`src/rtl/psp_pkg.sv`:
```
// Shared types, constants and tables of the Phong specular pipeline.
package psp_pkg;

  localparam int CW        = 16;  // color and register width
  localparam int LOG_F     = 24;  // fraction bits of the log / exponent
  localparam int DS_STEPS  = 30;  // num / |N|^2 and isqrt, one bit per stage
  localparam int CQ_STEPS  = 31;  // cosine divide, one bit per stage
  localparam int LOG_STEPS = LOG_F;
  localparam int POW_STEPS = LOG_F;

  localparam logic [30:0] ONE30 = 31'h4000_0000;

  typedef enum logic [2:0] {
    REG_MAT_R     = 3'd0,
    REG_MAT_G     = 3'd1,
    REG_MAT_B     = 3'd2,
    REG_SHININESS = 3'd3,
    REG_SPEC_GAIN = 3'd4
  } reg_idx_e;

  typedef logic [2:0][CW-1:0] rgb_t;  // [0] red, [1] green, [2] blue

  // num / A division and isqrt(|L|^2 |V|^2), side by side
  typedef struct packed {
    logic        vld;
    logic        kill;
    logic [59:0] rem;
    logic [29:0] dvs;
    logic [29:0] q;
    logic [59:0] sv;
    logic [59:0] sr;
    rgb_t        light;
  } ds_t;

  // cq = (t << 30) / D
  typedef struct packed {
    logic        vld;
    logic        kill;
    logic        sat;
    logic [60:0] rem;
    logic [29:0] dvs;
    logic [30:0] q;
    rgb_t        light;
  } cd_t;

  // -log2 by repeated squaring
  typedef struct packed {
    logic        vld;
    logic        kill;
    logic [30:0] x;
    logic [23:0] frac;
    logic [4:0]  km;
    rgb_t        light;
  } lg_t;

  // 2^-z as a product of root factors
  typedef struct packed {
    logic        vld;
    logic        kill;
    logic        direct;
    logic [30:0] pd;
    logic [30:0] g;
    logic [23:0] u;
    logic [5:0]  sh;
    rgb_t        light;
  } pw_t;

  typedef logic [30:0] root_tab_t [1:LOG_F];

  function automatic logic [63:0] isqrt_c(input logic [63:0] v);
    logic [63:0] res;
    logic [63:0] rem;
    logic [63:0] bit_v;
    res = '0;
    rem = v;
    for (int j = 0; j < 32; j++) begin
      bit_v = 64'd1 << (62 - 2 * j);
      if (rem >= res + bit_v) begin
        rem = rem - (res + bit_v);
        res = (res >> 1) + bit_v;
      end else begin
        res = res >> 1;
      end
    end
    return res;
  endfunction

  // 2^(2^-i) in Q.30, each from the previous by an integer square root
  function automatic root_tab_t root_table();
    root_tab_t   t;
    logic [63:0] r;
    r    = isqrt_c(64'd1 << 61);
    t[1] = r[30:0];
    for (int i = 2; i <= LOG_F; i++) begin
      r    = isqrt_c({r[33:0], 30'b0});
      t[i] = r[30:0];
    end
    return t;
  endfunction

  localparam root_tab_t ROOTS = root_table();

endpackage

```
`src/rtl/psp_log_step.sv`:
```
// One fraction bit of log2 by squaring the Q.30 mantissa.
module psp_log_step import psp_pkg::*; #(
  parameter int STEP = 0
) (
  input  lg_t d_i,
  output lg_t d_o
);

  localparam int B = LOG_F - 1 - STEP;

  logic [61:0] sq;
  logic [31:0] y;

  always_comb begin
    d_o = d_i;
    sq  = 62'(d_i.x) * 62'(d_i.x);
    y   = sq[61:30];
    if (y[31]) begin
      d_o.x       = y[31:1];
      d_o.frac[B] = 1'b1;
    end else begin
      d_o.x = y[30:0];
    end
  end

endmodule

```
`config.mk`:
```
export PLATFORM = sky130hd
export DESIGN_NAME = psp_log_step
export DESIGN_NICKNAME = d
export VERILOG_FILES = /design/src/rtl/psp_pkg.sv /design/src/rtl/psp_log_step.sv
export SDC_FILE = /design/constraint.sdc
export NUM_CORES = 2
export LEC_CHECK = 0
export BUFFER_PORTS_ARGS = -buffer_cell sky130_fd_sc_hd__clkbuf_2
export CORE_MARGIN = 1.5
export CORE_UTILIZATION = 25
export DETAILED_ROUTE_END_ITERATION = 10
export MAX_ROUTING_LAYER = met4
export PLACE_DENSITY = 0.38
export SLEW_MARGIN = 20
export SYNTH_ARGS = -nofsm -noshare
export SYNTH_HDL_FRONTEND = slang
export SYNTH_SLANG_ARGS = --single-unit
```
`constraint.sdc`:
```
create_clock -name vclk -period 13.9
set_input_delay 2.085 -clock vclk [all_inputs]
set_output_delay 2.085 -clock vclk [all_outputs]
set_load 0.05 [all_outputs]
```
Yosys cells after proc, flatten, opt, wreduce, memory -nomap -nowiden
Cells that the tools add are included.

storage, ports and cells
  register bits = 0
  logic and storage cells = 3
  latch bits = 0
  output and inout port bits = 110
  input port bits = 110
  memory bits (writable) = 0
  memories kept = 0
  ROM bits = 0

cells by class
  bitwise logic cells = 0
  order comparisons = 0
  equality and inequality tests = 0
  div/mod/pow operators = 0
  add/sub/neg operators = 0
  shift-type cells = 0
  multiply operators = 1
  reduce and logical (&&, ||, !) cells = 0
  multiplexer cells = 2

operators with widths
  cell                                            count
  31-bit by 31-bit multiplier with 62-bit output  1
  31-bit two-way mux                              1
  1-bit two-way mux                               1

Longest topological paths before layout
  depth after elaboration = 2
  depth in mapped cells = 31
  gate-level depth less buffers = 27

Worst setup path before layout
OpenSTA, ideal clock, no wires.

  kind = input to output
  start point = input port d_i[83] (netlist name)
  end point = output port d_o[103] (netlist name)
  required time = 11.815 ns
  path slack = 2.013 ns
  stages on the path = 27
  arrival time = 9.802 ns
  path buffers = 3
  cells stage by stage = clkbuf_1 -> clkbuf_1 -> nand2_1 -> fa_1 -> inv_1 -> fa_1 -> fa_1 -> inv_1 -> fa_1 -> inv_1 -> fa_1 -> inv_1 -> fa_1 -> inv_1 -> fa_1 -> fa_1 -> ha_1 -> a21oi_1 -> o211ai_1 -> a211o_1 -> a31o_1 -> o2111a_1 -> o21ai_1 -> and2_2 -> a211oi_4 -> buf_2 -> o21ai_0

RTL lines
  what             line               text
  start, declared  psp_log_step.sv:5  input lg_t d_i,
  end, declared    psp_log_step.sv:6  output lg_t d_o

==> summary.json <==
{
  "synthesis_to_finish_area_growth_pct": 5.65,
  "finalWorstPathRequiredPeriod_ns": 12.98,
  "finalSetupViolations": 0,
  "grt_start_max_net_pins": 32,
  "outcome": "completed",
  "drive_above_1_share": 0.0463,
  "critical_path.max_stage_delay_ns": 0.81,
  "globalRouteMet2Util": 0.280,
  "drc": 0,
  "crit_path_max_fanout": 22,
  "final.clkbuf_count": 0,
  "global_router_s_overall_resource_usage": 0.158,
  "overflow": 0,
  "sequential_cell_count_of_the_final_layout": 0,
  "rows": 122,
  "max-cap-violations": 0,
  "headroom_to_the_max_slew_limit": 0.265,
  "combined_flip_flop_and_latch_cell_area_sq_um": 0,
  "worst-path-buf-inv": 7,
  "synthDominantCellAreaShare": 0.538,
  "port-buffer-count": 64,
  "gp_congestion": 0.808,
  "hp-class": "in -> out",
  "required_ns": 11.81,
  "die_width_microns": 336,
  "grt_first_pass_wirelength_microns": 130000,
  "grt_antenna_before_repair": 5,
  "final_hold_violations": 0,
  "report.final.slew_viol_count": 0,
  "drt_first_pass_iters": 5,
  "globalRouteMet3Util": 0.00652,
  "global_route.peak_usage_layer": "met2",
  "placeable_core_region_sq_mm": 0.110,
  "vias_in_the_first_global_route": 21000,
  "start_kind": "input pin",
  "netlist_instances": 3009,
  "yosysTopAreaCell": "fa_1",
  "cp.arrival_ns": 10.90,
  "die_height_microns": 336,
  "worst_path_max_delay_cell": "nor4_1",
  "syn_area_sq_mm": 0.0278,
  "mappedNetlistNets": 4135,
  "final_net_count": 4068,
  "drt_iter0_drc": 773,
  "routed_via_density": 4.10,
  "cpMostUsedCell": "fa_1",
  "fin_crit_sh": 0.934,
  "initial_core_util": 0.252,
  "ys_warn_count": 0,
  "antenna_viol_nets_final": 0,
  "criticalPathCategory": "in -> out",
  "synth.avg_cell_area_sq_um": 9.23,
  "cp-end-kind": "primary output",
  "ys_types": 61,
  "post_drt_wl_per_cell_microns": 18.8,
  "fmax_mhz": 77.0,
  "cts_resized": 0,
  "postCtsSetupRepairBufs": 0,
  "ioPinCount": 220,
  "path_delay_family": "adder cells",
  "vias": 18100,
  "grt.met1_usage": 0.206,
  "dp.final_hpwl_microns": 71000,
  "postRouteWirelength_microns": 83300,
  "die-area_sq_mm": 0.113,
  "fin_setup_tns_ns": 0,
  "worst-slew-pin-transition_ns": 1.10,
  "synth_seq_area_share": 0,
  "rsz0062_at_grt": "no",
  "synth_top_cells_by_area": "fa_1 (54%), inv_1 (12%), ha_1 (12%), and2_1 (4.2%), nand2_1 (4.1%)",
  "cts_hold_repair.buffers": 0
}
## kinds of logic after synthesis
kind of cell | Yosys count | synth area share
buffers and inverters | 1097 | 0.159
AND/OR/NAND/NOR | 611 | 0.105
XOR/XNOR | 55 | 0.0173
multiplexers | 28 | 0.0108
AO/OA/AOI/OAI | 202 | 0.0476
adder cells (fa/ha/maj) | 1016 | 0.660
## metrics by stage
step	setup WS [ns]	hold WS [ns]	area (sq um)	util	instances
final	0.919	4.17	29300	0.266	4431
after global routing	0.407	4.17	29300	0.266	4428
after CTS	0.885	4.17	29300	0.266	4428
after detailed placement	0.944	4.17	29300	0.266	4428
after global placement	0.942	4.17	29300	0.266	4428
after floorplan	2.01	4.34	27800	-	3009
## routing by layer
layer	vias up	wire [microns]
met5	-	0
met2	199	43600
li1	8480	-
met4	0	772
met3	26	1810
met1	9441	37100
## Yosys cell counts (6+ instances only)
library cell,count
inv_1,916
fa_1,747
nand2_1,305
ha_1,269
and2_1,188
clkbuf_1,97
buf_4,82
a21oi_1,70
nor2_1,54
xnor2_1,35
o21ai_0,33
a21o_1,30
xor2_1,20
o21bai_1,13
mux2i_1,12
mux2_2,10
nor3_1,10
nor2b_1,9
and3_1,8
o211ai_1,8
o21a_1,8
mux2_1,6
nand3_1,6
nand4_1,6
## placed cells by master (no fill, tap or decap), drive strengths merged, types with 4 or more instances in the layout
cell,Yosys,layout
a31o,5,5
mux2i,12,12
nand2,305,305
nor2,54,54
a21o,30,30
nand3,6,6
o31ai,5,5
xor2,20,20
a31oi,4,4
nor3,10,10
ha,269,269
nor2b,9,9
a221oi,4,4
o21bai,13,13
o21a,8,8
mux2,16,16
nand2b,5,5
clkbuf,97,64
nor4,5,5
fa,747,747
inv,916,916
or2,5,5
and2,189,189
nand4,6,6
a21oi,70,70
o211ai,8,8
o21ai,34,34
xnor2,35,35
and3,8,8
buf,83,47
## path summary, 6_finish.rpt
kind	startpoint	endpoint	slack [ns]	cells after the start
worst max-delay path	d_i[88]	d_o[96]	0.92	27
worst min-delay path	d_i[10]	d_o[10]	4.17	0
## cell type report
type	instances	area (sq um)
diodes	3	7.51
fillers	12000	81000
inverters	917	3440
multi-input cells	1912	23300
well taps	1488	1860
repair buffers	111	686
