$ cat config.mk
export PLATFORM = sky130hd
export DESIGN_NAME = psp_divsqrt_step
export DESIGN_NICKNAME = d
export VERILOG_FILES = /design/src/rtl/psp_pkg.sv /design/src/rtl/psp_divsqrt_step.sv
export SDC_FILE = /design/constraint.sdc
export NUM_CORES = 1
export LEC_CHECK = 0
export ABC_AREA = 1
export BUFFER_PORTS_ARGS = -buffer_cell sky130_fd_sc_hd__buf_2
export CORE_AREA = 2 2 223 225
export DETAILED_ROUTE_END_ITERATION = 12
export DIE_AREA = 0 0 225 227
export PLACE_DENSITY = 0.5
export SYNTH_ARGS = -nofsm -noshare
export SYNTH_HDL_FRONTEND = slang
export SYNTH_SLANG_ARGS = --single-unit
export TNS_END_PERCENT = 100
$ cat constraint.sdc
create_clock -name vclk -period 3.2
set_clock_uncertainty 0.05 [all_clocks]
set_input_delay 0.64 -clock vclk [all_inputs]
set_output_delay 0.64 -clock vclk [all_outputs]
set_load 0.02 [all_outputs]
$ cat src/rtl/psp_pkg.sv
// Shared types, constants and tables of the Phong specular pipeline.
package psp_pkg;

  localparam int CW        = 16;  // color and register width
  localparam int LOG_F     = 24;  // fraction bits of the log / exponent
  localparam int DS_STEPS  = 30;  // num / |N|^2 and isqrt, one bit per stage
  localparam int CQ_STEPS  = 31;  // cosine divide, one bit per stage
  localparam int LOG_STEPS = LOG_F;
  localparam int POW_STEPS = LOG_F;

  localparam logic [30:0] ONE30 = 31'h4000_0000;

  typedef enum logic [2:0] {
    REG_MAT_R     = 3'd0,
    REG_MAT_G     = 3'd1,
    REG_MAT_B     = 3'd2,
    REG_SHININESS = 3'd3,
    REG_SPEC_GAIN = 3'd4
  } reg_idx_e;

  typedef logic [2:0][CW-1:0] rgb_t;  // [0] red, [1] green, [2] blue

  // num / A division and isqrt(|L|^2 |V|^2), side by side
  typedef struct packed {
    logic        vld;
    logic        kill;
    logic [59:0] rem;
    logic [29:0] dvs;
    logic [29:0] q;
    logic [59:0] sv;
    logic [59:0] sr;
    rgb_t        light;
  } ds_t;

  // cq = (t << 30) / D
  typedef struct packed {
    logic        vld;
    logic        kill;
    logic        sat;
    logic [60:0] rem;
    logic [29:0] dvs;
    logic [30:0] q;
    rgb_t        light;
  } cd_t;

  // -log2 by repeated squaring
  typedef struct packed {
    logic        vld;
    logic        kill;
    logic [30:0] x;
    logic [23:0] frac;
    logic [4:0]  km;
    rgb_t        light;
  } lg_t;

  // 2^-z as a product of root factors
  typedef struct packed {
    logic        vld;
    logic        kill;
    logic        direct;
    logic [30:0] pd;
    logic [30:0] g;
    logic [23:0] u;
    logic [5:0]  sh;
    rgb_t        light;
  } pw_t;

  typedef logic [30:0] root_tab_t [1:LOG_F];

  function automatic logic [63:0] isqrt_c(input logic [63:0] v);
    logic [63:0] res;
    logic [63:0] rem;
    logic [63:0] bit_v;
    res = '0;
    rem = v;
    for (int j = 0; j < 32; j++) begin
      bit_v = 64'd1 << (62 - 2 * j);
      if (rem >= res + bit_v) begin
        rem = rem - (res + bit_v);
        res = (res >> 1) + bit_v;
      end else begin
        res = res >> 1;
      end
    end
    return res;
  endfunction

  // 2^(2^-i) in Q.30, each from the previous by an integer square root
  function automatic root_tab_t root_table();
    root_tab_t   t;
    logic [63:0] r;
    r    = isqrt_c(64'd1 << 61);
    t[1] = r[30:0];
    for (int i = 2; i <= LOG_F; i++) begin
      r    = isqrt_c({r[33:0], 30'b0});
      t[i] = r[30:0];
    end
    return t;
  endfunction

  localparam root_tab_t ROOTS = root_table();

endpackage

$ cat src/rtl/psp_divsqrt_step.sv
// One bit of the num / |N|^2 divide and one digit of the isqrt, in parallel.
module psp_divsqrt_step import psp_pkg::*; #(
  parameter int STEP = 0
) (
  input  ds_t d_i,
  output ds_t d_o
);

  localparam int B = DS_STEPS - 1 - STEP;

  logic [59:0] dsh;
  logic [59:0] sbit;
  logic [59:0] strial;

  always_comb begin
    d_o    = d_i;
    dsh    = 60'(d_i.dvs) << B;
    sbit   = 60'd1 << (2 * B);
    strial = d_i.sr + sbit;
    if (d_i.rem >= dsh) begin
      d_o.rem  = d_i.rem - dsh;
      d_o.q[B] = 1'b1;
    end
    if (d_i.sv >= strial) begin
      d_o.sv = d_i.sv - strial;
      d_o.sr = (d_i.sr >> 1) + sbit;
    end else begin
      d_o.sr = d_i.sr >> 1;
    end
  end

endmodule

== Yosys cells after proc, flatten, opt, wreduce, memory -nomap -nowiden ==
Cells that the tools add are included.

* Register bits after elaboration: 0
* Bits in latches: 0
* RAM bits: 0
* ROM bits: 0
* Output and inout bits: 290
* Word-level logic and storage cells: 10
* Memories kept: 0

* Add/sub/neg operators: 4
* Multipliers: 0
* Divide/modulo/power cells: 0
* $lt $le $gt $ge: 2
* Equality and inequality tests: 0
* Shift operators: 0
* Muxes and demuxes: 4
* Bitwise logic cells: 0
* Reductions and logical operators: 0

{| class="wikitable"
|+ Operators with widths
! cell !! number
|-
| 60-bit two-way mux || 3
|-
| 59-bit by 59-bit adder with 60-bit output (second input constant) || 1
|-
| 60-bit by 59-bit adder with 60-bit output (second input constant) || 1
|-
| 60-bit by 59-bit >= comparator with 1-bit output || 1
|-
| 60-bit >= comparator || 1
|-
| 60-bit by 59-bit subtractor with 60-bit output || 1
|-
| 60-bit subtractor || 1
|-
| 1-bit two-way mux || 1
|}

== Depth between registers and ports, before layout ==
* Word-level depth: 3
* Gate-level depth with buffers: 17
* Gate-level depth less buffers: 16

== Worst setup path after synthesis ==
No wires, ideal clock.

* Path type: input -> output
* Start: input port d_i[108] (netlist name)
* End: output port d_o[106] (netlist name)
* Arrival time: 2.483 ns
* Required time: 2.510 ns
* Setup slack: 0.027 ns
* Stages on the path: 16
* Buffers on the path: 1
* Cells stage by stage: inv_1 > ha_1 > fa_1 > inv_1 > nand2_1 > nand2_1 > nand3_1 > nand2_2 > nand2_1 > nand2_2 > nand2_1 > nand2_2 > nand2_2 > nand3_4 > buf_6 > ha_1

{| class="wikitable"
|+ RTL lines
! what !! line !! text
|-
| from (decl) || psp_divsqrt_step.sv:5 || <nowiki>input ds_t d_i,</nowiki>
|-
| to (decl) || psp_divsqrt_step.sv:6 || <nowiki>output ds_t d_o</nowiki>
|}

==> results.cfg <==
[die]
fp.dieW_microns = 225
io_pins = 580
rows = 81
start_util_pct = 22.2
coreArea_sq_mm = 0.0485
die_h_microns = 227
die-area_sq_mm = 0.0511

[worst_setup_path]
cp_num_buf_inv = 6
critical-path-top-delay-family = simple AND/OR/NAND/NOR gates
path_depth = 19
cp_max_fo = 9
crit_chain = buf_8, inv_4, ha_4, fa_2, inv_2, nand2_2, nand2_2, nand3_2, nand2_2, nand2_2, nand2_4, nand3_4, nand3_4, nand2_8, buf_12, clkbuf_16, nand3_1, nand2_1, buf_6
critical_path_required_ns = 2.51
crit_end = d_o[120]
cpPeakStageDelay_ns = 0.34
worst_path_max_delay_cell = fa_2
cp-end-kind = output port
worst-setup-path-type = in -> out
cp-startpoint = d_i[108]
worstPathArrival_ns = 2.65
crit_top_cell = nand2_2
worst_setup_path_start_kind = primary input

[yosys]
synth_area_leaders = nand2_1, inv_1, buf_4
syn_area_sq_mm = 0.0108
syn_inst = 2142
syn_avg_cell_area_sq_um = 5.03
synth_most_common_cell = nand2_1
synth_top_area_share_pct = 28.3
yosys_warnings = 0
yosys.cell_types.count = 40
synth_nets = 2525
synth_largest_area_cell = nand2_1
yosys-top-cells-count = nand2_1, inv_1, buf_4
ys_seq_area_share_pct = 0

[pwr]
vdd_drop_max_mv = 0.146
leakage_uw = 0.0109
pwr_density_cell_mw_per_mm2 = 246

[layout]
fin_util_pct = 40.1
nClkBuffers = 0
finish.instance_area_sq_mm = 0.0195
layout-drive-gt1-share_pct = 52.2
layout.nets = 3182
final_cells = 3421
seq_cells = 0
area_growth_pct = 80.9
seq_area_sq_um = 0

[sta]
slew_viol_final = 0
tightest_slew_ns = 0.334
final-hold-violation-count = 0
post-route-min-period_ns = 3.34
fmax_mhz = 300
slew_headroom_pct = 77.6
rsz0062_at_grt = yes
setup_tns_ns = -5.96
timing.final.crit_share_pct = 104
setup_violations = 74
fin_ws_ns = -0.135

[global_route]
gr-total-overflow = 0
grt_max_degree = 22
track_usage_pct = 20.7
grt_pass1_vias = 14453
grt_first_pass_wirelength_mm = 81.1
antenna_found_initial = 2

[placed_design]
place_area_sq_mm = 0.0152
place_hpwl_mm = 48.9
port_buffers = 422
dp.cells = 3367
gp_congestion = 0.926
dp_slack_ns = -0.452

[detailed_routing]
ant_nets = 0
routed_wl_mm = 57.0
viasPerCell = 4.40
remaining_drc_errors = 0
num_vias = 15038
avgRoutedWirePerCell_microns = 16.7
drtPass1Iterations = 7
drtIter0Drc = 698

[flow_run]
drv_cap = 0

[hold_path]
holdCritPathClass = in -> out

[run_status]
status = complete, but fails checks
violations = negative setup slack
[power breakdown]
group / internal (uW) / switching [uW] / total (uW) / leakage [uW]
Combinational: 2200 / 2590 / 4790 / 0.0109
Sequential: 0 / 0 / 0 / 0
Clock: 0.0000841 / 0 / 0.0000841 / 0.0000000127
Total: 2200 / 2590 / 4790 / 0.0109
[placed cells by master (no fill, tap or decap), types with 30 or more instances in the layout]
cell type / instances
nand2_1: 582
nor2_2: 30
nand3_1: 102
buf_2: 309
nand3_2: 48
buf_6: 122
inv_2: 51
nand2_4: 55
xor2_1: 44
ha_4: 81
a21oi_2: 32
nor2_1: 119
buf_4: 413
nand2_2: 185
inv_1: 355
a21oi_1: 33
[logic make-up (layout without fill, tap and decap cells)]
family,after synthesis,in the layout,synth area share [%]
xor+xnor,49,49,3.99
simple gates,1241,1241,48.6
buf+inv,638,1293,30.3
fa+ha+maj,93,93,10.9
other cells,0,2,0
compound gates,121,121,6.20
[layer usage]
metal	vias to the layer above	share of wire (%)	GRT usage [%]	routed length (microns)
met5	-	0.023	0	13
met4	2	3.8	5.36	2170
met3	81	4.0	1.14	2260
met2	485	52	40.7	29400
met1	6845	41	24.1	23100
li1	7625	-	-	-
[stage by stage]
stage               hold WS, ns  total power, uW
floorplan                  1.34             2090
global placement           1.23             3540
detailed placement         1.23             3530
CTS                        1.23             4380
global route               1.23             5140
finish                     1.23             4790
[worst min path at each step]
stage	startpoint	end	slack (ns)	cells past startpoint
after floorplan	d_i[0]	d_o[0]	1.34	1
final	d_i[12]	d_o[12]	1.23	0
after detailed placement	d_i[171]	d_o[171]	1.23	0
after CTS	d_i[171]	d_o[171]	1.23	0
after global routing	d_i[191]	d_o[191]	1.23	0
after global placement	d_i[171]	d_o[171]	1.23	0
[what timing repair did]
action                                  4_1_cts  5_1_grt
gates resized for setup                     539      376
setup buffers                                29       19
hold buffers                                  0        0
endpoints found under the setup margin       94       94
cloned                                        6        3
pin swaps                                   108      140
[cell type report]
class,count,area [sq um]
Inverter,418,1610
Multi-Input combinational cell,1504,10400
Fill cell,5263,29100
Antenna cell,2,5.00
Timing Repair Buffer,875,6670
Tap cell,622,778
No activity file was read; power rests on OpenSTA's default activity.
