--- src/rtl/psp_pkg.sv ---
// Shared types, constants and tables of the Phong specular pipeline.
package psp_pkg;

  localparam int CW        = 16;  // color and register width
  localparam int LOG_F     = 24;  // fraction bits of the log / exponent
  localparam int DS_STEPS  = 30;  // num / |N|^2 and isqrt, one bit per stage
  localparam int CQ_STEPS  = 31;  // cosine divide, one bit per stage
  localparam int LOG_STEPS = LOG_F;
  localparam int POW_STEPS = LOG_F;

  localparam logic [30:0] ONE30 = 31'h4000_0000;

  typedef enum logic [2:0] {
    REG_MAT_R     = 3'd0,
    REG_MAT_G     = 3'd1,
    REG_MAT_B     = 3'd2,
    REG_SHININESS = 3'd3,
    REG_SPEC_GAIN = 3'd4
  } reg_idx_e;

  typedef logic [2:0][CW-1:0] rgb_t;  // [0] red, [1] green, [2] blue

  // num / A division and isqrt(|L|^2 |V|^2), side by side
  typedef struct packed {
    logic        vld;
    logic        kill;
    logic [59:0] rem;
    logic [29:0] dvs;
    logic [29:0] q;
    logic [59:0] sv;
    logic [59:0] sr;
    rgb_t        light;
  } ds_t;

  // cq = (t << 30) / D
  typedef struct packed {
    logic        vld;
    logic        kill;
    logic        sat;
    logic [60:0] rem;
    logic [29:0] dvs;
    logic [30:0] q;
    rgb_t        light;
  } cd_t;

  // -log2 by repeated squaring
  typedef struct packed {
    logic        vld;
    logic        kill;
    logic [30:0] x;
    logic [23:0] frac;
    logic [4:0]  km;
    rgb_t        light;
  } lg_t;

  // 2^-z as a product of root factors
  typedef struct packed {
    logic        vld;
    logic        kill;
    logic        direct;
    logic [30:0] pd;
    logic [30:0] g;
    logic [23:0] u;
    logic [5:0]  sh;
    rgb_t        light;
  } pw_t;

  typedef logic [30:0] root_tab_t [1:LOG_F];

  function automatic logic [63:0] isqrt_c(input logic [63:0] v);
    logic [63:0] res;
    logic [63:0] rem;
    logic [63:0] bit_v;
    res = '0;
    rem = v;
    for (int j = 0; j < 32; j++) begin
      bit_v = 64'd1 << (62 - 2 * j);
      if (rem >= res + bit_v) begin
        rem = rem - (res + bit_v);
        res = (res >> 1) + bit_v;
      end else begin
        res = res >> 1;
      end
    end
    return res;
  endfunction

  // 2^(2^-i) in Q.30, each from the previous by an integer square root
  function automatic root_tab_t root_table();
    root_tab_t   t;
    logic [63:0] r;
    r    = isqrt_c(64'd1 << 61);
    t[1] = r[30:0];
    for (int i = 2; i <= LOG_F; i++) begin
      r    = isqrt_c({r[33:0], 30'b0});
      t[i] = r[30:0];
    end
    return t;
  endfunction

  localparam root_tab_t ROOTS = root_table();

endpackage

--- src/rtl/psp_pow_step.sv ---
// One factor 2^(2^-i) of the fractional power, taken when its bit of u is set.
module psp_pow_step import psp_pkg::*; #(
  parameter int STEP = 0
) (
  input  pw_t d_i,
  output pw_t d_o
);

  localparam int I = STEP + 1;

  logic [61:0] prod;

  always_comb begin
    d_o  = d_i;
    prod = 62'(d_i.g) * 62'(ROOTS[I]);
    if (d_i.u[LOG_F-I]) d_o.g = prod[60:30];
  end

endmodule

--- config.mk ---
export PLATFORM = sky130hd
export DESIGN_NAME = psp_pow_step
export DESIGN_NICKNAME = d
export VERILOG_FILES = /design/src/rtl/psp_pkg.sv /design/src/rtl/psp_pow_step.sv
export SDC_FILE = /design/constraint.sdc
export NUM_CORES = 1
export LEC_CHECK = 0
export BUFFER_PORTS_ARGS = -buffer_cell sky130_fd_sc_hd__buf_2
export CORE_UTILIZATION = 55
export DETAILED_ROUTE_END_ITERATION = 12
export PLACE_DENSITY_LB_ADDON = 0.2
export REMOVE_ABC_BUFFERS = 1
export SETUP_SLACK_MARGIN = 0.4
export SYNTH_ARGS = -nofsm -noshare
export SYNTH_HDL_FRONTEND = slang
export SYNTH_SLANG_ARGS = --single-unit
--- constraint.sdc ---
create_clock -name vclk -period 14.9
set_input_delay 2.98 -clock vclk [all_inputs]
set_output_delay 2.98 -clock vclk [all_outputs]
set_load 0.03 [all_outputs]
=== Word-level counts from Yosys, hierarchy flattened ===
Index checks and enable logic that the tools add are counted.

* Flip-flop bits (word level): 0
* Latch bits: 0
* Memory bits (writable): 0
* Memory bits (read-only): 0
* Bits of input ports: 143
* Output and inout port bits: 143
* Logic and storage cells: 2
* Memories kept: 0

* Add/sub/neg operators: 0
* Multiply operators: 1
* Divide/modulo/power cells: 0
* Order comparisons: 0
* Equal/unequal tests: 0
* Shift-type cells: 0
* Mux-type cells: 1
* Bitwise logic cells: 0
* Reductions and logical operators: 0

{| class="wikitable"
|+ Operators with widths
! cell !! number
|-
| 31-bit by 31-bit multiplier with 61-bit output (second input constant) || 1
|-
| 31-bit 2-to-1 mux || 1
|}

=== Depth between registers and ports, before layout ===
* Depth after elaboration: 2
* Gate-level depth with buffers: 25
* Depth with buffers taken out: 24

=== Worst setup path after synthesis ===
OpenSTA, ideal clock, no wires.

* Path kind: input to output
* Start: in d_i[96] (netlist bit)
* End: out d_o[108] (netlist bit)
* Arrival: 9.174 ns
* Data required time: 11.920 ns
* Setup slack: 2.746 ns
* Cell stages on the path: 24
* Path buffers: 1
* Cell sequence: ha_1 fa_1 inv_1 fa_1 inv_1 fa_1 inv_1 fa_1 inv_1 fa_1 fa_1 inv_1 fa_1 inv_1 ha_1 buf_2 nand4_1 o21bai_1 a21oi_1 a211oi_2 o311a_4 o31ai_2 xnor2_1 a21oi_1

{| class="wikitable"
|+ RTL lines
! what !! RTL line !! RTL
|-
| start, declared || psp_pow_step.sv:5 || <nowiki>input pw_t d_i,</nowiki>
|-
| end, declared || psp_pow_step.sv:6 || <nowiki>output pw_t d_o</nowiki>
|}

==> results.md <==
- Summed over all layers, the global routing overflow is 0.
- Of the total synthesized cell area, the portion taken by AND, OR, NAND and NOR gates is 0.0470.
- met2 is the most crowded layer.
- The post-CTS resize count is 0.
- For this configuration, the core starts out at a cell density of 0.560.
- In the routed design, unresolved DRC markers number 0.
- The overall routed net length is approximately 59 mm.
- The total setup violations reported at the end of the flow is 0.
- The post-placement cell count is 2184.
- Across the run, the number of max-cap violations was 0.
- The cell type with the largest total area after synthesis is fa_1.
- Across the whole layout, storage elements account for 0 µm².
- Yosys printed 0 warnings.
- The launching instance or port of the critical path is d_i[97].
- The routing usage on met3 is 0.186.
- The number of buffer cells added on primary ports is 64.
- The pin count of the biggest net entering global routing is 39.
- The actual slew at the worst max-slew pin is slightly above 900 ps.
- For the finished layout, the period the worst path requires is between 10000 and 15000 ps.
- Along the worst path, the maximum fanout reaches 10.
- The total global-route track usage is 0.367.
- The final period utilization is 0.895.
- Summed over all failing endpoints, the final setup total negative slack is 0 ps.
- STA classifies the critical path startpoint as an input port.
- The most numerous cell type found on the critical path is fa_1.
- For the worst setup path, the data required time is between 10000 and 15000 ps.
- The count of cells in the finished layout, fillers not included, comes to 2184.
- Measured against its own limit, the worst slew margin works out to 0.392.
- The run finished with clean final reports.
- The first TritonRoute pass finished after 8 iterations.
- The global-route wire length before repair is just under 90 mm.
- The post-synthesis cell count is approximately 1800.
- The half-perimeter wire length after placement is 51.1 mm.
- After the last flow step, the layout net total stands at between 2000 and 3000.
- Clock buffers in the final layout number 0.
- The worst min-delay path category is input port to output port.
- The portion of synthesized cell area occupied by the leading cell type is 0.374.
- STA puts the critical path data arrival time at a little over 10000 ps.
- The antenna diode count is 0.
- The area of placed instances is roughly 0.018 mm².
- After synthesis, the share of cell area in mux cells is 0.0160.
- The fill cell instance count of the final layout is slightly below 3000.
- From synthesis to final layout, the design area changed by -0.481%.
- The synthesized netlist occupies a cell area of 0.0177 mm².
- After synthesis, the largest family of logic cells by area is adder cells.
- After floorplanning, the core was divided into 65 placement rows.
- The maximum clock frequency is between 70 and 80 MHz.
- The nature of the critical path endpoint is an output port.
- The netlist uses 70 different library cells.
- After routing the design area is about 0.018 mm².
- In this run the horizontal extent of the chip is 181 µm.
- The average size of a mapped cell is ~9.6 µm².
- Sequential cells placed in the final layout were counted as 0.
- The share of the Yosys chip area taken by registers is 0.
- The post-CTS repair timing setup buffer count is 0.
- In the routed layout, each cell is associated on average with a via count of between 5 and 6.
- The final design utilization is 0.557.
- The detail-routed net length per standard cell is about 27 µm.
- Setup repair after global routing left no endpoint under its margin.
- The number of global-route vias before repair is 13524.
- The xor/xnor cell area share of the yosys netlist is 0.0263.
- The biggest cell delay along the critical path is roughly 560 ps.
- The number of antenna-violating nets in the routed design is 0.
- The critical path is of the input port to output port type.
- The synthesized-area fraction occupied by ao, oa, aoi and oai cells was 0.0772.
- The total number of vias is about 13000.
- The met1 demand-to-capacity share in global routing is 0.426.
- In this run the standard cell core region covers between 0.03 and 0.04 mm².
- The library cell contributing the largest single delay on the critical path is fa_1.
- The initial antenna violation count is 0.
- The total of hold buffers inserted after clock tree synthesis is 0.
- The violation count after the first detailed-route iteration is 838.
- The I/O pin total is approximately 290.
- Of the total synthesized cell area, the portion taken by full adders, half adders and majority gates is 0.666.
- The fraction of layout cells with a size suffix above 1 is 0.0629.
- The global-route met2 utilization is 0.591.
- The congestion estimate from routability-driven global placement came to between 0.9 and 1.
- The height of the die is around 180 µm.
- In this run the worst setup path terminates at d_o[101].
- The die area is 0.0329 mm².
- By area the synthesized netlist is led by fa_1 37%, ha_1 29%, inv_1 12%.
- The number of slew-limit violations in the final report is 0.
- The final count of hold timing violations is 0.
[layer usage]
metal	share of wire	vias to the layer above
met4	0.034	12
li1	-	5563
met3	0.12	133
met2	0.45	527
met1	0.38	6400
met5	0.0093	-
[Yosys cell counts, types with 5 or more instances]
cell        n
a211oi_1    5
a21o_1     44
a21oi_1    51
a31oi_1     6
and2_1     10
and3_1      6
buf_4     112
clkbuf_1   12
fa_1      330
ha_1      413
inv_1     544
mux2_2     22
nand2_1    45
nand2b_1    5
nand3_1    15
nand4_1    16
nor2_1     27
nor3_1      7
o21ai_0    25
o21bai_1   10
xnor2_1    24
xor2_1     29
[cell usage in the layout, fill, tap and decap left out, types with 5 or more instances in the layout]
cell type	n
a211oi_1	5
a21o_1	44
a21oi_1	51
a31oi_1	6
and2_1	10
and3_1	6
buf_2	64
fa_1	330
ha_1	413
inv_1	544
mux2_2	22
nand2_1	45
nand2b_1	5
nand3_1	15
nand4_1	16
nor2_1	27
nor3_1	7
o21ai_0	25
o21bai_1	10
xnor2_1	24
xor2_1	29
[logic make-up after synthesis]
logic type      count (synthesis)
compound gates                194
buf+inv                       671
fa+ha+maj                     743
xor+xnor                       53
simple gates                  158
mux                            25
[worst max-delay path, delay by kind of cell]
kind                     cells  cell delay, ps
buffers and inverters        8             860
multiplexers                 1             270
AO/OA/AOI/OAI                5            1250
XOR/XNOR                     1             160
adder cells (fa/ha/maj)      9            4360
AND/OR/NAND/NOR              2             460
[worst min-delay path by stage]
| stage | start | end | slack, ps | depth (start not counted) |
|---|---|---|---|---|
| 2_1_floorplan | d_i[0] | d_o[0] | 5960 | 0 |
| 3_3_place_gp | d_i[11] | d_o[11] | 5960 | 0 |
| 3_5_place_dp | d_i[11] | d_o[11] | 5960 | 0 |
| 4_1_cts | d_i[11] | d_o[11] | 5960 | 0 |
| 5_1_grt | d_i[39] | d_o[39] | 5960 | 0 |
| 6_report | d_i[37] | d_o[37] | 5960 | 0 |
[metrics by stage]
step	hold WS [ps]	worst slack, ps
after global routing	5960	1340
after global placement	5960	1660
final	5960	1570
after CTS	5960	1590
after detailed placement	5960	1620
after floorplan	5960	2760
[area by class of cell]
type	count	area [µm²]	share of cell area
repair buffers	65	328	0.0186
well taps	402	503	0.0286
multi-input cells	1173	14700	0.837
inverters	544	2040	0.116
Power is not shown: default switching activity piles up to over one toggle a cycle in this logic, so the estimate is an artifact.
