## src/rtl/psp_pkg.sv

```systemverilog
// Shared types, constants and tables of the Phong specular pipeline.
package psp_pkg;

  localparam int CW        = 16;  // color and register width
  localparam int LOG_F     = 24;  // fraction bits of the log / exponent
  localparam int DS_STEPS  = 30;  // num / |N|^2 and isqrt, one bit per stage
  localparam int CQ_STEPS  = 31;  // cosine divide, one bit per stage
  localparam int LOG_STEPS = LOG_F;
  localparam int POW_STEPS = LOG_F;

  localparam logic [30:0] ONE30 = 31'h4000_0000;

  typedef enum logic [2:0] {
    REG_MAT_R     = 3'd0,
    REG_MAT_G     = 3'd1,
    REG_MAT_B     = 3'd2,
    REG_SHININESS = 3'd3,
    REG_SPEC_GAIN = 3'd4
  } reg_idx_e;

  typedef logic [2:0][CW-1:0] rgb_t;  // [0] red, [1] green, [2] blue

  // num / A division and isqrt(|L|^2 |V|^2), side by side
  typedef struct packed {
    logic        vld;
    logic        kill;
    logic [59:0] rem;
    logic [29:0] dvs;
    logic [29:0] q;
    logic [59:0] sv;
    logic [59:0] sr;
    rgb_t        light;
  } ds_t;

  // cq = (t << 30) / D
  typedef struct packed {
    logic        vld;
    logic        kill;
    logic        sat;
    logic [60:0] rem;
    logic [29:0] dvs;
    logic [30:0] q;
    rgb_t        light;
  } cd_t;

  // -log2 by repeated squaring
  typedef struct packed {
    logic        vld;
    logic        kill;
    logic [30:0] x;
    logic [23:0] frac;
    logic [4:0]  km;
    rgb_t        light;
  } lg_t;

  // 2^-z as a product of root factors
  typedef struct packed {
    logic        vld;
    logic        kill;
    logic        direct;
    logic [30:0] pd;
    logic [30:0] g;
    logic [23:0] u;
    logic [5:0]  sh;
    rgb_t        light;
  } pw_t;

  typedef logic [30:0] root_tab_t [1:LOG_F];

  function automatic logic [63:0] isqrt_c(input logic [63:0] v);
    logic [63:0] res;
    logic [63:0] rem;
    logic [63:0] bit_v;
    res = '0;
    rem = v;
    for (int j = 0; j < 32; j++) begin
      bit_v = 64'd1 << (62 - 2 * j);
      if (rem >= res + bit_v) begin
        rem = rem - (res + bit_v);
        res = (res >> 1) + bit_v;
      end else begin
        res = res >> 1;
      end
    end
    return res;
  endfunction

  // 2^(2^-i) in Q.30, each from the previous by an integer square root
  function automatic root_tab_t root_table();
    root_tab_t   t;
    logic [63:0] r;
    r    = isqrt_c(64'd1 << 61);
    t[1] = r[30:0];
    for (int i = 2; i <= LOG_F; i++) begin
      r    = isqrt_c({r[33:0], 30'b0});
      t[i] = r[30:0];
    end
    return t;
  endfunction

  localparam root_tab_t ROOTS = root_table();

endpackage

```

## src/rtl/psp_cqdiv_step.sv

```systemverilog
// One quotient bit of the cosine divide (t << 30) / D.
module psp_cqdiv_step import psp_pkg::*; #(
  parameter int STEP = 0
) (
  input  cd_t d_i,
  output cd_t d_o
);

  localparam int B = CQ_STEPS - 1 - STEP;

  logic [60:0] dsh;

  always_comb begin
    d_o = d_i;
    dsh = 61'(d_i.dvs) << B;
    if (d_i.rem >= dsh) begin
      d_o.rem  = d_i.rem - dsh;
      d_o.q[B] = 1'b1;
    end
  end

endmodule

```

## config.mk

```make
export PLATFORM = sky130hd
export DESIGN_NAME = psp_cqdiv_step
export DESIGN_NICKNAME = d
export VERILOG_FILES = /design/src/rtl/psp_pkg.sv /design/src/rtl/psp_cqdiv_step.sv
export SDC_FILE = /design/constraint.sdc
export NUM_CORES = 1
export LEC_CHECK = 0
export ABC_AREA = 1
export BUFFER_PORTS_ARGS = -buffer_cell sky130_fd_sc_hd__buf_4
export CAP_MARGIN = 10
export CORE_AREA = 2 2 134 136
export DETAILED_ROUTE_END_ITERATION = 12
export DIE_AREA = 0 0 136 138
export PLACE_DENSITY_LB_ADDON = 0.25
export REMOVE_ABC_BUFFERS = 1
export SYNTH_ARGS = -nofsm -noshare
export SYNTH_HDL_FRONTEND = slang
export SYNTH_SLANG_ARGS = --single-unit
```

## constraint.sdc

```tcl
create_clock -name vclk -period 1.7
set_input_delay 0.17 -clock vclk [all_inputs]
set_output_delay 0.17 -clock vclk [all_outputs]
set_load 0.02 [all_outputs]
```

# After elaboration in Yosys (flattened, before gate mapping)
# Index checks and enable logic that the tools add are counted.
[classes] n_shift=0 reduce_logical=0 n_mux=2 n_eq_ne=0 add_sub_neg=1 mul=0 n_bitwise=0 magnitude_cmp=1 div=0
[ops] cell="61-bit by 60-bit >= comparator with 1-bit output" count=1
[ops] cell="61-bit two-way mux" count=1
[ops] cell="61-bit by 60-bit subtractor with 61-bit output" count=1
[ops] cell="1-bit two-way mux" count=1
[word_totals] inputBits=173 register_bits=0 out_inout_bits=173 word_cells=4 latch_bits=0 romBits=0 memories=0 mem_bits_rw=0

# Logic depth before layout (Yosys ltp)
# Gate-level depths: netlist of run 1.
[logic_depth] word_depth=2 depth_mapped=16 ltp_nobuf=15

# Least setup slack after synthesis of run 1
# No wires, ideal clock.
[synth_path] path_kind="input port to output port" start="input d_i[81] in the netlist's numbering" end="output d_o[139] in the netlist's numbering" required_time_ns=1.530 slack_ns=-0.242 path_buffers=1 t_arrival_ns=1.772 path_stages=11 path_cell_list="inv_1 -> ha_1 -> or2_1 -> nand3_1 -> nand2_1 -> nand2_1 -> nand2_1 -> nand2_1 -> nand3_2 -> buf_4 -> o21ai_1"
[synth_lines] item="start, declared" line="psp_cqdiv_step.sv:5" text="input cd_t d_i,"
[synth_lines] item="end, declared" line="psp_cqdiv_step.sv:6" text="output cd_t d_o"

==> out/results.txt, run 1 <==
Status - finished, violations left
Failing checks - setup timing
Routed WL - 29.88 mm
Vert. Die Dim - 138 µm
Final setup TNS - -13.30 ns
Die Span X - 136 µm
Slew Limit Fails - 0
Reg area - 0 µm²
Mapped cell area - 4106 µm²
Area grow syn2layout - 84.86%
Wire length per cell - 23.81 µm
Post-place instance area - 5718 µm²
Synth top area share - 27.42%
CORE AREA - 17530 µm²
Hold path endpoint - d_o[11]
# DRC - 0
Number of diodes - 0
Unrepaired setup endpoints after global routing - true
M1 GR Usage - 21.16%
Fraction of layout cells with a size suffix above 1 - 59.06%
WS Path Type - in -> out
Relative slew slack - 83.49%
Post-synthesis average cell area - 5.114 µm²
Nets - 1232
Pre-CTS setup slack - -0.8028 ns
Site row count - 49
Final setup violation count - 32
Total gr overflow - 0
Seq Cell Count - 0
Sequential share of the synthesized area - 0%
Port Buffers - 184
First-pass GRT wire length - 38.56 mm
Commonest non-fill, non-tap cell in the layout - buf_4
Busiest grt layer - met2
Hold_buf cts - 0
Most used cells in the layout excluding fill and tap cells - buf_4, nand2_1, inv_1
DP Wirelength - 26.54 mm
Met2 Usage GRT - 53.45%
GR Util met3 - 25.19%
Max-Cap Viols - 0
Clkbuf count - 0
Hold Crit Depth - 0
Placer Congestion - 0.9860
Fin util - 43.29%
Final worst setup slack - -0.4422 ns
Hold Startpoint - d_i[11]
CP most frequent cell - nand2_4
I/O Pins - 346
CP required - 1.53 ns
Via density - 4.247
Overall Power - 3.131 mW
Yosys warnings - 0
Tcrit/Tclk final - 126.0%
Final ANT Viol Nets - 0
Non-filler cells, final - 1255
Synth unique cells - 25
Fmax - 466.8 MHz
Worst-path cell chain - buf_4 -> ha_4 -> nand2_4 -> nor2_2 -> and2_4 -> nand2_4 -> nor2_4 -> nand2_2 -> nand3_4 -> clkinv_8 -> clkbuf_16 -> nand2_4 -> nand2_4 -> buf_6
Vias in the first global route - 5042
Yosys top cell by area - nand2_1
Placed cell count - 1210
Synth area leaders - nand2_1, buf_4, inv_1
CP Launch Type - primary input
Die footprint - 18770 µm²
CP peak stage delay - 0.30 ns
Initial Util - 23.42%
Leakage - 4.413 nW
Final Hold Fails - 0
Maximum vdd drop - 0.0002242 V
GRT Total Usage - 29.88%
Finished Cell Area - 7591 µm²
Critical Path AT - 1.97 ns
Post-Synthesis Cells - 803
Critical path's top delay family - simple AND/OR/NAND/NOR gates
Critical-path top delay cell - ha_4
Initial antenna violation count - 0
Min cycle time layout - 2.142 ns
Largest net degree at the start of global routing - 13
CP Capture Type - output port
Initial DRT Pass Iterations - 4
CP Max Fanout - 6
Number of DRC markers in iteration 0 - 209
PD cells - 412.5 nW/µm²
Fin Hold WS - 0.3402 ns
Via Count - 5330
Hold/Removal Path Class - in -> out
Worst slew pin tran - 0.2467 ns
Fill count - 1915
CP bufs+invs - 4
repair_timing:
item	4_1_cts	5_1_grt
gates cloned	2	1
endpoints found under the setup margin	32	32
pin swaps	84	74
gates resized for setup	220	171
buffers inserted	31	12
synthesized netlist by cell type, drive strengths merged (2+ instances only):
library cell,count
and2,5
inv,168
a21oi,14
nand4,10
nand3b,5
xnor2,2
ha,30
or2,2
nor2,50
nor3,6
xor2,13
buf,147
nand3,47
nand2,300
worst max-delay path by stage:
stage / depth (start not counted) / startpoint / endpoint / slack [ns]
after floorplan: 12 / d_i[81] / d_o[155] / -0.66
after global placement: 14 / d_i[83] / d_o[162] / -0.80
after detailed placement: 14 / d_i[83] / d_o[162] / -0.80
after CTS: 17 / d_i[93] / d_o[167] / -0.40
after global routing: 14 / d_i[139] / d_o[155] / -0.54
final: 14 / d_i[146] / d_o[154] / -0.44
kinds of logic after synthesis:
kind of cell,synth area share (%)
AO/OA/AOI/OAI,2.285
XOR/XNOR,3.199
adder cells (fa/ha/maj),9.628
buffers and inverters,42.50
AND/OR/NAND/NOR,42.38
final cells by class:
cell class                      instances  area [µm²]  area share, %
Inverter                              168       675.6          8.901
Timing Repair Buffer                  370        3128          41.21
Multi-Input combinational cell        488        3501          46.12
Tap cell                              229       286.5          3.775
metal layers:
layer | wire length, µm | part of all wire, %
met5 | 221 | 0.74
met3 | 5692 | 19
met1 | 7270 | 24
met2 | 14770 | 49
met4 | 1925 | 6.4
power breakdown:
| group | leakage [nW] | switching (mW) | internal (mW) |
|---|---|---|---|
| Clock | 0 | 0 | 0 |
| Sequential | 0 | 0 | 0 |
| Combinational | 4.41 | 1.57 | 1.56 |
| Total | 4.41 | 1.57 | 1.56 |
Note: power is estimated with default switching activity, not from simulation.
==> run 2: changes to the inputs <==
- RECOVER_POWER: unset -> 25
- SETUP_SLACK_MARGIN: unset -> 0.2
==> out/results.txt, run 2 (synthesis results as in run 1) <==
Initial Util - 23.42% (unchanged)
M1 GR Usage - 21.16% (unchanged)
Most used cells in the layout excluding fill and tap cells - buf_4, nand2_1, inv_1
Final ANT Viol Nets - 0 (unchanged)
Via Count - 5308 (-0.41%)
CP required - 1.53 ns (about the same)
Hold Crit Depth - 0 (unchanged)
PD cells - 412.1 nW/µm² (about the same)
Hold path endpoint - d_o[11]
Placer Congestion - 0.9860 (unchanged)
Pre-CTS setup slack - -0.8028 ns (unchanged)
Total gr overflow - 0 (unchanged)
Min cycle time layout - 2.127 ns (-0.01484 ns)
Seq Cell Count - 0 (unchanged)
Reg area - 0 µm² (unchanged)
Critical-path top delay cell - ha_4
Vert. Die Dim - 138 µm (unchanged)
Hold Startpoint - d_i[11]
First-pass GRT wire length - 38.56 mm (unchanged)
I/O Pins - 346 (unchanged)
Vias in the first global route - 5042 (unchanged)
DP Wirelength - 26.54 mm (unchanged)
CP peak stage delay - 0.28 ns (-0.02 ns)
Initial DRT Pass Iterations - 5 (+1)
Number of DRC markers in iteration 0 - 211 (+0.96%)
Unrepaired setup endpoints after global routing - true
# DRC - 0 (unchanged)
Maximum vdd drop - 0.0002135 V (-4.8%)
Hold_buf cts - 0 (unchanged)
Routed WL - 29.55 mm (-1.1%)
Port Buffers - 184 (unchanged)
Worst-path cell chain - buf_8 -> ha_4 -> buf_6 -> nand2_4 -> nor2_4 -> inv_2 -> nor2_4 -> nand2_2 -> nor2_4 -> nand2_2 -> nand3_4 -> clkinv_8 -> clkbuf_16 -> nand2_2 -> nand2_2 -> buf_6
Final worst setup slack - -0.4273 ns (+0.01484 ns)
Site row count - 49 (unchanged)
CP Launch Type - primary input
Busiest grt layer - met2
Area grow syn2layout - 82.39%
Failing checks - setup timing
Max-Cap Viols - 0 (unchanged)
GRT Total Usage - 29.88% (unchanged)
Number of diodes - 0 (unchanged)
Largest net degree at the start of global routing - 13 (unchanged)
Overall Power - 3.087 mW (-1.4%)
Critical Path AT - 1.96 ns (about the same)
CORE AREA - 17530 µm² (unchanged)
Final Hold Fails - 0 (unchanged)
Clkbuf count - 0 (unchanged)
Hold/Removal Path Class - in -> out
Worst slew pin tran - 0.2656 ns (+0.01891 ns)
CP most frequent cell - nand2_2
CP Capture Type - output port
Die Span X - 136 µm (unchanged)
Fmax - 470.1 MHz (+0.70%)
Leakage - 4.315 nW (-2.2%)
Wire length per cell - 23.55 µm (-1.1%)
CP Max Fanout - 6 (unchanged)
WS Path Type - in -> out
Tcrit/Tclk final - 125.1% (-0.87 points)
Relative slew slack - 82.17% (-1.3 points)
Status - finished, violations left
Slew Limit Fails - 0 (unchanged)
Commonest non-fill, non-tap cell in the layout - buf_4
Nets - 1232 (unchanged)
Met2 Usage GRT - 53.45% (unchanged)
Die footprint - 18770 µm² (unchanged)
GR Util met3 - 25.19% (unchanged)
Via density - 4.229 (-0.41%)
Fraction of layout cells with a size suffix above 1 - 58.38% (-0.68 points)
Final setup violation count - 32 (unchanged)
Initial antenna violation count - 0 (unchanged)
run 2: per-layer routing:
metal  wire (µm)  vias up
li1            -     2687
met1        7217     2277
met2       14570      299
met3        5678       41
met4        1866        4
met5         221        -
run 2: report_power, final:
part / total, mW / internal (mW) / leakage, nW / switching [mW]
clock: 0 / 0 / 0 / 0
sequential: 0 / 0 / 0 / 0
combinational: 3.09 / 1.55 / 4.32 / 1.54
total: 3.09 / 1.55 / 4.32 / 1.54
run 2: worst max path at each step:
stage,startpoint,to,slack (ns),cells after the start
2_1_floorplan,d_i[81],d_o[155],-0.66,12
3_3_place_gp,d_i[83],d_o[162],-0.80,14
3_5_place_dp,d_i[83],d_o[162],-0.80,14
4_1_cts,d_i[93],d_o[167],-0.40,17
5_1_grt,d_i[139],d_o[159],-0.52,15
6_report,d_i[153],d_o[143],-0.43,16
run 2: area by class of cell:
type / instances / area [µm²]
fillers: 1927 / 10040
repair buffers: 370 / 3117
well taps: 229 / 286.5
inverters: 168 / 673.1
multi-input cells: 488 / 3413
run 2: worst max-delay path: cells and delay by family:
family | cells | cell delay [ns]
adders and majority gates | 1 | 0.28
and+or+nand+nor | 9 | 0.80
buffers and inverters | 6 | 0.70
run 2: per-stage QoR:
| stage | cells | setup TNS (ns) | hold slack [ns] | util [%] | instance area [µm²] |
|---|---|---|---|---|---|
| after floorplan | 656 | -20.64 | 0.3400 | - | 2992 |
| after global placement | 1210 | -20.99 | 0.3401 | 32.61 | 5718 |
| after detailed placement | 1210 | -21.21 | 0.3401 | 32.61 | 5718 |
| after CTS | 1243 | -11.54 | 0.3401 | 39.42 | 6912 |
| after global routing | 1255 | -15.73 | 0.3401 | 42.71 | 7490 |
| final | 1255 | -12.88 | 0.3402 | 42.71 | 7490 |
run 2: what timing repair did:
item | 4_1_cts | 5_1_grt
endpoints found under the setup margin | 32 | 32
gates cloned | 2 | 1
pin swaps | 84 | 66
gates resized for setup | 220 | 140
buffers inserted | 31 | 11
